`config.mk`:
```
export PLATFORM = sky130hd
export DESIGN_NAME = ysend_ctrl
export DESIGN_NICKNAME = d
export VERILOG_FILES = /design/src/hw/rtl/ysend_pkg.sv /design/src/hw/rtl/ysend_ctrl.sv
export SDC_FILE = /design/constraint.sdc
export NUM_CORES = 1
export LEC_CHECK = 0
export BUFFER_PORTS_ARGS = -buffer_cell sky130_fd_sc_hd__buf_2
export CORE_MARGIN = 2
export CORE_UTILIZATION = 25
export DETAILED_ROUTE_END_ITERATION = 16
export SLEW_MARGIN = 20
export SYNTH_ARGS = -nofsm -noshare
export SYNTH_HDL_FRONTEND = slang
export SYNTH_SLANG_ARGS = --single-unit
```
`constraint.sdc`:
```
create_clock -name clock -period 8.4 [get_ports clock]
set_input_delay 1.26 -clock clock [delete_from_list [all_inputs] [get_ports clock]]
set_output_delay 1.26 -clock clock [all_outputs]
set_load 0.05 [all_outputs]
```
`src/hw/rtl/ysend_pkg.sv`:
```
// Shared types, character codes and the CRC-16 byte step of the YMODEM sender.
package ysend_pkg;

   localparam int LongBlock  = 1024;
   localparam int ShortBlock = 128;
   localparam int AddrW      = $clog2(LongBlock);
   localparam int CountW     = AddrW + 1;

   localparam logic [7:0] ChSoh = 8'h01;
   localparam logic [7:0] ChStx = 8'h02;
   localparam logic [7:0] ChEot = 8'h04;
   localparam logic [7:0] ChAck = 8'h06;
   localparam logic [7:0] ChNak = 8'h15;
   localparam logic [7:0] ChCan = 8'h18;
   localparam logic [7:0] ChC   = 8'h43;

   localparam logic [15:0] CrcPoly = 16'h1021;

   typedef enum logic [3:0] {
      PH_IDLE      = 4'd0,
      PH_WAITC     = 4'd1,
      PH_COLLECT   = 4'd2,
      PH_SEND      = 4'd3,
      PH_WAITACK   = 4'd4,
      PH_EOT1      = 4'd5,
      PH_EOT2      = 4'd6,
      PH_WAITC_END = 4'd7,
      PH_DONE      = 4'd8,
      PH_ERROR     = 4'd9
   } phase_type;

   typedef enum logic [2:0] {
      K_LOAD   = 3'd0,
      K_CHAR   = 3'd1,
      K_TICK   = 3'd2,
      K_PULL   = 3'd3,
      K_START  = 3'd4,
      K_FINISH = 3'd5
   } kind_type;

   typedef enum logic [1:0] {
      REG_ACK_TIMEOUT  = 2'd0,
      REG_SEND_ATT     = 2'd1,
      REG_START_WAIT   = 2'd2,
      REG_START_ATT    = 2'd3
   } reg_index_type;

   typedef struct packed {
      logic [2:0] kind;
      logic [7:0] payload_byte;
      logic       last_of_write;
      logic [7:0] received_char;
   } item_type;

   typedef struct packed {
      logic       tx_valid;
      logic [7:0] tx_byte;
      logic [3:0] phase;
      logic       can_accept;
      logic       failed;
   } result_type;

   typedef struct packed {
      logic [15:0] ack_timeout_ticks;
      logic [3:0]  send_attempts;
      logic [15:0] start_wait_ticks;
      logic [3:0]  start_attempts;
   } cfg_type;

   typedef struct packed {
      logic             we;
      logic [AddrW-1:0] waddr;
      logic [7:0]       wdata;
      logic [AddrW-1:0] raddr;
   } mem_req_type;

   function automatic logic [15:0] crc_byte(input logic [15:0] crc, input logic [7:0] b);
      logic [15:0] c;
      c = crc ^ {b, 8'h00};
      for (int i = 0; i < 8; i++) begin
         if (c[15]) c = {c[14:0], 1'b0} ^ CrcPoly;
         else c = {c[14:0], 1'b0};
      end
      return c;
   endfunction

endpackage

```
`src/hw/rtl/ysend_ctrl.sv`:
```
// Protocol state machine: applies one item to the sender state and forms its result.
module ysend_ctrl
   import ysend_pkg::*;
(
   input  logic        clock,
   input  logic        reset,
   input  logic        go,
   input  item_type    item,
   input  cfg_type     cfg,
   input  logic [7:0]  rd_data,
   output mem_req_type mem_req,
   output result_type  result
);

   phase_type         phase_ff, phase_in;
   logic [CountW-1:0] fill_ff, fill_in;
   logic              long_ff, long_in;
   logic [7:0]        seq_ff, seq_in;
   logic [3:0]        att_ff, att_in;
   logic [15:0]       timer_ff, timer_in;
   logic [CountW-1:0] txpos_ff, txpos_in;
   logic [15:0]       crc_ff, crc_in;
   logic              closing_ff, closing_in;
   logic              opening_ff, opening_in;

   always_ff @(posedge clock) begin
      if (reset) begin
         phase_ff   <= PH_IDLE;
         fill_ff    <= '0;
         long_ff    <= 1'b0;
         seq_ff     <= 8'd1;
         att_ff     <= '0;
         timer_ff   <= '0;
         txpos_ff   <= '0;
         crc_ff     <= '0;
         closing_ff <= 1'b0;
         opening_ff <= 1'b0;
      end else begin
         phase_ff   <= phase_in;
         fill_ff    <= fill_in;
         long_ff    <= long_in;
         seq_ff     <= seq_in;
         att_ff     <= att_in;
         timer_ff   <= timer_in;
         txpos_ff   <= txpos_in;
         crc_ff     <= crc_in;
         closing_ff <= closing_in;
         opening_ff <= opening_in;
      end
   end

   logic              waiting;
   logic              fail;
   logic              txv;
   logic [7:0]        txb;
   logic [CountW-1:0] fc;
   logic [CountW-1:0] len;
   logic [7:0]        seq;
   logic [CountW-1:0] k;
   logic [7:0]        d;

   always_comb begin
      phase_in   = phase_ff;
      fill_in    = fill_ff;
      long_in    = long_ff;
      seq_in     = seq_ff;
      att_in     = att_ff;
      timer_in   = timer_ff;
      txpos_in   = txpos_ff;
      crc_in     = crc_ff;
      closing_in = closing_ff;
      opening_in = opening_ff;
      mem_req.we    = 1'b0;
      mem_req.waddr = fill_ff[AddrW-1:0];
      mem_req.wdata = item.payload_byte;
      fail = 1'b0;
      txv  = 1'b0;
      txb  = 8'h00;
      fc   = fill_ff;
      len  = long_ff ? CountW'(LongBlock) : CountW'(ShortBlock);
      seq  = (opening_ff || closing_ff) ? 8'h00 : seq_ff;
      k    = txpos_ff - CountW'(3);
      d    = (k < fill_ff) ? rd_data : 8'h00;
      waiting = phase_ff == PH_WAITC || phase_ff == PH_WAITACK || phase_ff == PH_WAITC_END
             || ((phase_ff == PH_EOT1 || phase_ff == PH_EOT2) && txpos_ff != '0);

      if (go) begin
         case (item.kind)
            K_LOAD: begin
               if (phase_ff == PH_IDLE) begin
                  if (fill_ff < CountW'(ShortBlock)) begin
                     mem_req.we = 1'b1;
                     fill_in = fill_ff + 1'b1;
                  end
               end else if (phase_ff == PH_COLLECT) begin
                  if (fill_ff < CountW'(LongBlock)) begin
                     mem_req.we = 1'b1;
                     fc = fill_ff + 1'b1;
                  end
                  fill_in = fc;
                  if (fc >= CountW'(LongBlock) || item.last_of_write) begin
                     long_in  = fc >= CountW'(ShortBlock);
                     phase_in = PH_SEND;
                     txpos_in = '0;
                     crc_in   = '0;
                     att_in   = cfg.send_attempts;
                  end
               end
            end
            K_CHAR: begin
               if (waiting) begin
                  if (item.received_char == ChCan) begin
                     fail = 1'b1;
                  end else begin
                     case (phase_ff)
                        PH_WAITC: begin
                           if (item.received_char == ChC) begin
                              phase_in = PH_SEND;
                              txpos_in = '0;
                              crc_in   = '0;
                              att_in   = cfg.send_attempts;
                           end
                        end
                        PH_WAITACK: begin
                           if (item.received_char == ChAck) begin
                              if (closing_ff) begin
                                 phase_in = PH_DONE;
                              end else begin
                                 if (!opening_ff) seq_in = seq_ff + 8'd1;
                                 opening_in = 1'b0;
                                 phase_in   = PH_COLLECT;
                              end
                              fill_in = '0;
                              long_in = 1'b0;
                           end
                        end
                        PH_EOT1: begin
                           if (item.received_char == ChNak) begin
                              phase_in = PH_EOT2;
                              txpos_in = '0;
                           end
                        end
                        PH_EOT2: begin
                           if (item.received_char == ChAck) begin
                              phase_in = PH_WAITC_END;
                              timer_in = cfg.ack_timeout_ticks;
                           end
                        end
                        default: begin
                           if (item.received_char == ChC) begin
                              closing_in = 1'b1;
                              opening_in = 1'b0;
                              long_in    = 1'b0;
                              fill_in    = '0;
                              phase_in   = PH_SEND;
                              txpos_in   = '0;
                              crc_in     = '0;
                              att_in     = cfg.send_attempts;
                           end
                        end
                     endcase
                  end
               end
            end
            K_TICK: begin
               if (waiting) begin
                  if (timer_ff <= 16'd1) begin
                     timer_in = '0;
                     fail = 1'b1;
                  end else begin
                     timer_in = timer_ff - 16'd1;
                  end
               end
            end
            K_PULL: begin
               if (phase_ff == PH_EOT1 || phase_ff == PH_EOT2) begin
                  if (txpos_ff == '0) begin
                     txpos_in = CountW'(1);
                     timer_in = cfg.ack_timeout_ticks;
                     txv = 1'b1;
                     txb = ChEot;
                  end
               end else if (phase_ff == PH_SEND) begin
                  txv = 1'b1;
                  txpos_in = txpos_ff + 1'b1;
                  if (txpos_ff == CountW'(0)) begin
                     txb = long_ff ? ChStx : ChSoh;
                  end else if (txpos_ff == CountW'(1)) begin
                     txb = seq;
                  end else if (txpos_ff == CountW'(2)) begin
                     txb = 8'hFF - seq;
                  end else if (txpos_ff < len + CountW'(3)) begin
                     crc_in = crc_byte(crc_ff, d);
                     txb = d;
                  end else if (txpos_ff == len + CountW'(3)) begin
                     txb = crc_ff[15:8];
                  end else begin
                     txb = crc_ff[7:0];
                     txpos_in = txpos_ff;
                     phase_in = PH_WAITACK;
                     timer_in = cfg.ack_timeout_ticks;
                  end
               end
            end
            K_START: begin
               if (phase_ff == PH_IDLE) begin
                  phase_in   = PH_WAITC;
                  att_in     = cfg.start_attempts;
                  timer_in   = cfg.start_wait_ticks;
                  opening_in = 1'b1;
                  closing_in = 1'b0;
                  long_in    = 1'b0;
                  seq_in     = 8'd1;
               end
            end
            K_FINISH: begin
               if (phase_ff == PH_COLLECT && fill_ff == '0) begin
                  phase_in = PH_EOT1;
                  txpos_in = '0;
               end
            end
            default: ;
         endcase
      end

      // Timeout/CAN: C, ACK waits retry while tries last, EOT1 to EOT2, else error.
      if (fail) begin
         unique case (phase_ff)
            PH_WAITC: begin
               if (att_ff <= 4'd1) begin
                  att_in = '0;
                  phase_in = PH_ERROR;
               end else begin
                  att_in = att_ff - 4'd1;
                  timer_in = cfg.start_wait_ticks;
               end
            end
            PH_WAITACK: begin
               if (att_ff <= 4'd1) begin
                  att_in = '0;
                  phase_in = PH_ERROR;
               end else begin
                  att_in   = att_ff - 4'd1;
                  phase_in = PH_SEND;
                  txpos_in = '0;
                  crc_in   = '0;
               end
            end
            PH_EOT1: begin
               phase_in = PH_EOT2;
               txpos_in = '0;
            end
            default: phase_in = PH_ERROR;
         endcase
      end

      // The store is read ahead at the data position that the next pull will use.
      mem_req.raddr = txpos_in[AddrW-1:0] - AddrW'(3);

      result.tx_valid   = txv;
      result.tx_byte    = txb;
      result.phase      = phase_in;
      result.can_accept = (phase_in == PH_IDLE && fill_in < CountW'(ShortBlock))
                       || phase_in == PH_COLLECT;
      result.failed     = phase_in == PH_ERROR;
   end

endmodule
```
==> metrics.cfg, run 1 <==
[synthesis]
netlist_instances=999
ys_ff_latch=73
ys.flop_type=dfxtp_1
synth_nets=1095
synthArstFlopShare_pct=0
synth_compound_area_share_pct=31.1
synth_cell_types=95
synth_edf_count=0
synth_xor_area_share_pct=6.64
synth_top_family_by_area=compound AO/OA/AOI/OAI gates
synth_top_area_share_pct=19.9
post-synth-top-area-cell=dfxtp_1
synth_mux_area_share_pct=1.72
syn_avg_cell_area_um2=7.36
synth.most_common_cell=nor2_1
syn-cell-area_um2=7350
seq_area_frac_synth_pct=19.9
synth_simple_gate_area_share_pct=29.0
ys.warnings.count=0
synth.area.top_cells=dfxtp_1, nor2_1, a21oi_1, ha_1, nand2_1
ys_top_cells_by_count=nor2_1, nand2_1, dfxtp_1, a21oi_1, o21ai_0
yosys.area_share.adder_pct=4.39

[global_routing]
grt_usage_pct=16.8
grt_pass1_vias=7539
overflow=0
grt_antenna_before_repair=0
grt_max_degree=48
grt_pass1_wl_um=41700

[power_and_ir_drop]
cellPowerDensity_nw_per_um2=115
ir_drop_v=0.000100
p_leak_uw=0.00311

[route]
first_pass_iters=6
dr.first_iter.drc_count=855
detail-route-antenna-nets=0
num_vias=8010
via_per_inst=5.62
drc_errors=0
wl_per_cell_um=18.5
drt-total-wl_um=26300

[cts]
cts.sinks=73
cts_buffers=9
hold_buffers=0
cts-root-buf=clkbuf_16
clockBufferDepth=2
worstSkewPairLatency_ns=0.35
post_cts_buffers=0
htree_levels=3
cts_resized=0
clkTransAtPathRegs_ns=0.07
cts_tree=yes

[floorplan]
pin_count=115
dieHeight_um=175
core-area_um2=28900
die_w_um=175
dieArea_um2=30800
initial_core_util_pct=25.5
placementRows=62

[placement]
port_buffers=98
globalplace.congestion=0.924
dp_cells=1409
dp_hpwl_um=19900

[cells_and_area]
antenna_cells=0
drive_above_1_share_pct=15.9
seq_area_um2=1460
area_growth_syn_to_layout_pct=13.1
final_util_pct=28.8
n_fill_cell=3164
nNetsFinal=1132
fin_cells=1425
multi_input_comb_area_um2=5360

[setup_path]
max_stage_delay_ns=0.84
crit_fanout=11
path_class=primary input to output pin
cpMaxStageDelayCell=nor4b_1
cp-end-kind=output pin
startpoint_type=primary input
worst_path_most_repeated_cell=buf_2
cp.required_ns=7.14
ff2ff_path_depth=10
worstPathArrival_ns=4.96
path_cells=buf_2, nor4b_1, a221oi_1, a22oi_1, a221o_1, o32ai_1, nor2_1, ha_1, nor3_1, xor2_1, buf_2

[sta]
finalHoldViolCount=0
setup_tns_ns=0
drv_slew=0
slew_headroom_pct=23.6
min_period_ns=6.22
setup_viol=0
fmax_mhz=161
worst_clock_skew_ns=0.0108
worst_pin_slew_ns=1.14
rsz0062_at_grt=false
timing.final.crit_share_pct=74.0

[min_path]
hold_path_class=register to register
hold_depth=2

[outcome]
status=completed

[run]
max_cap_viol_count=0

[placed cells by master, fill, tap and decap left out, types with 21 or more instances in the layout]
cell	count
nor2_1	99
buf_2	98
nand2_1	80
dfxtp_1	73
a21oi_1	68
o21ai_0	49
nor3_1	37
nand3_1	35
xnor2_1	32
inv_1	29
ha_1	25
nand4_1	21
xor2_1	21
[path summary, 6_finish.rpt]
path                                   from           to  slack (ns)
worst min register to register   opening_ff   opening_ff        0.50
worst min-delay path             opening_ff   opening_ff        0.50
worst max-delay path                item[6]   mem_req[6]        2.18
worst max register to register  txpos_ff[0]  timer_ff[4]        4.23
[kinds of logic after synthesis]
group                    after synthesis
adder cells (fa/ha/maj)               26
AND/OR/NAND/NOR                      401
XOR/XNOR                              54
buffers and inverters                111
multiplexers                          12
flip-flops                            73
AO/OA/AOI/OAI                        322
[worst max-delay path: cells and delay by family]
| kind | cells | cell delay [ns] |
|---|---|---|
| and+or+nand+nor | 3 | 1.17 |
| buffers and inverters | 2 | 0.40 |
| adders and majority gates | 1 | 0.29 |
| xor gates and xnor gates | 1 | 0.13 |
| AOI/OAI and AO/OA | 4 | 1.70 |
[sequential cells by signal, summed over array words and instances, names as in the netlist]
name,flops
crc_ff,16
timer_ff,16
fill_ff,11
txpos_ff,11
seq_ff,8
att_ff,4
phase_ff,4
closing_ff,1
long_ff,1
opening_ff,1
[power by group]
part | switching, uW | internal [uW]
combinational | 93.3 | 48.9
clock | 171 | 292
sequential | 4.68 | 350
total | 269 | 691
[per-layer routing]
metal,up-vias,GRT usage [%],share of wire [%]
met2,360,27.0,45
met1,3770,22.8,45
met5,-,0,0
li1,3820,-,-
met4,0,6.27,2.9
met3,60,2.47,6.3
[metrics by stage]
| step | power [uW] | cell area [um2] | setup slack [ns] | hold WS, ns |
|---|---|---|---|---|
| after floorplan | 463 | 7350 | 2.44 | 0.467 |
| after global routing | 992 | 8320 | 1.95 | 0.549 |
| after detailed placement | 501 | 7970 | 2.35 | 0.492 |
| after CTS | 964 | 8320 | 2.34 | 0.502 |
| after global placement | 501 | 7970 | 2.44 | 0.484 |
| final | 960 | 8320 | 2.18 | 0.500 |
[layout make-up]
type	instances	area share, %
multi-input cells	815	64.4
clock inverters	6	1.38
clock buffers	10	2.75
flip-flops and latches	73	17.6
well taps	384	5.78
repair buffers	107	6.71
inverters	30	1.35
(Power assumes the default switching activity.)
==> inputs of run 2 (changes only) <==
==> constraint.sdc (replaced) <==
create_clock -name clock -period 5.35 [get_ports clock]
set_input_delay 0.8025 -clock clock [delete_from_list [all_inputs] [get_ports clock]]
set_output_delay 0.8025 -clock clock [all_outputs]
set_load 0.05 [all_outputs]
==> metrics.cfg, run 2 (synthesis results as in run 1) <==
[outcome]
status=completed

[cts]
post_cts_buffers=0
worstSkewPairLatency_ns=0.35
cts_buffers=9
cts.sinks=73
htree_levels=3
cts_tree=yes
hold_buffers=0
cts-root-buf=clkbuf_16
clockBufferDepth=2
cts_resized=0
clkTransAtPathRegs_ns=0.06

[route]
drt-total-wl_um=25800
num_vias=7932
via_per_inst=5.52
dr.first_iter.drc_count=768
wl_per_cell_um=17.9
drc_errors=0
first_pass_iters=5
detail-route-antenna-nets=0

[cells_and_area]
nNetsFinal=1145
final_util_pct=29.1
final_cell_mix=nor2_1, buf_2, nand2_1
reg.largest.list=crc_ff x16, timer_ff x16
final_common_cell=nor2_1
area_growth_syn_to_layout_pct=14.3
drive_above_1_share_pct=17.3

[setup_path]
crit_fanout=11
worstPathArrival_ns=4.14
cp-end-kind=output pin
cp.required_ns=4.55
startpoint_type=register
path_class=register to output pin

[global_routing]
grt_usage_pct=16.5
grt_pass1_wl_um=41200
grt_antenna_before_repair=0
grt_max_degree=27
grt_pass1_vias=7566
overflow=0

[placement]
dp_hpwl_um=19700
globalplace.congestion=0.938
port_buffers=98

[floorplan]
initial_core_util_pct=25.5
pin_count=115
dieHeight_um=175
die_w_um=175
core-area_um2=28900
dieArea_um2=30800
placementRows=62

[sta]
finalHoldViolCount=0
worst_clock_skew_ns=0.0107
min_period_ns=4.94
setup_viol=0
timing.final.crit_share_pct=92.4
worst_pin_slew_ns=0.917
rsz0062_at_grt=false
whs_ns=0.500
fmax_mhz=202
setup_tns_ns=0
drv_slew=0
slew_headroom_pct=38.4

[min_path]
hold_path_class=register to register

[power_and_ir_drop]
cellPowerDensity_nw_per_um2=168
ir_drop_v=0.000160
p_leak_uw=0.00317

[run]
max_cap_viol_count=0

run 2: changes by cell type in the layout (fill, tap and decap cells not counted), moves of 2 or more:
cell	delta
a211oi_4	+2
bufinv_16	-2
buf_4	+13
clkinv_2	+2
run 2: per-stage QoR:
| stage | setup WS [ns] | std cells | power [uW] | cell area (um2) |
|---|---|---|---|---|
| 6_report | 0.408 | 1438 | 1410 | 8400 |
| 5_1_grt | 0.0523 | 1437 | 1460 | 8400 |
| 4_1_cts | 0.204 | 1437 | 1420 | 8360 |
| 3_5_place_dp | 0.606 | 1422 | 790 | 8070 |
| 3_3_place_gp | 0.664 | 1422 | 790 | 8070 |
| 2_1_floorplan | 0.304 | 999 | 728 | 7350 |
run 2: layout make-up:
cell class / instances / area [um2]
Timing Repair Buffer: 120 / 658
Multi-Input combinational cell: 815 / 5390
Clock buffer: 10 / 239
Sequential cell: 73 / 1460
Antenna cell: 1 / 2.50
Tap cell: 384 / 480
Inverter: 30 / 113
Fill cell: 3236 / 20500
Clock inverter: 5 / 56.3
run 2: worst max-delay path: stages, from the launching register on:
cell,delay (ns)
dfxtp_2,0.39
ha_1,0.23
nand3_1,0.14
nor2_2,0.19
nand3_1,0.10
ha_1,0.23
inv_1,0.05
o21ai_0,0.19
o221a_2,0.31
a221o_1,0.29
buf_4,0.22
a211oi_4,0.39
o2111ai_2,0.23
a211oi_2,0.30
xor2_1,0.22
buf_2,0.30
run 2: final timing paths:
check | from | to | slack [ns] | cells past startpoint
setup / recovery | fill_ff[0] | mem_req[9] | 0.41 | 15
hold / removal | opening_ff | opening_ff | 0.50 | 2
setup reg to reg | txpos_ff[0] | crc_ff[12] | 1.53 | 13
hold reg to reg | opening_ff | opening_ff | 0.50 | 2
run 2: report_power, final:
| group | switching [uW] | total (uW) | internal, uW |
|---|---|---|---|
| clock | 257 | 628 | 371 |
| combinational | 145 | 224 | 79.2 |
| sequential | 9.48 | 559 | 549 |
| total | 412 | 1410 | 999 |
run 2: metal layers:
layer	routed length [um]	vias up	global-route usage, %
li1	-	3829	-
met1	11900	3767	22.5
met2	11900	296	27.0
met3	1510	40	2.42
met4	472	0	4.72
met5	0	-	0
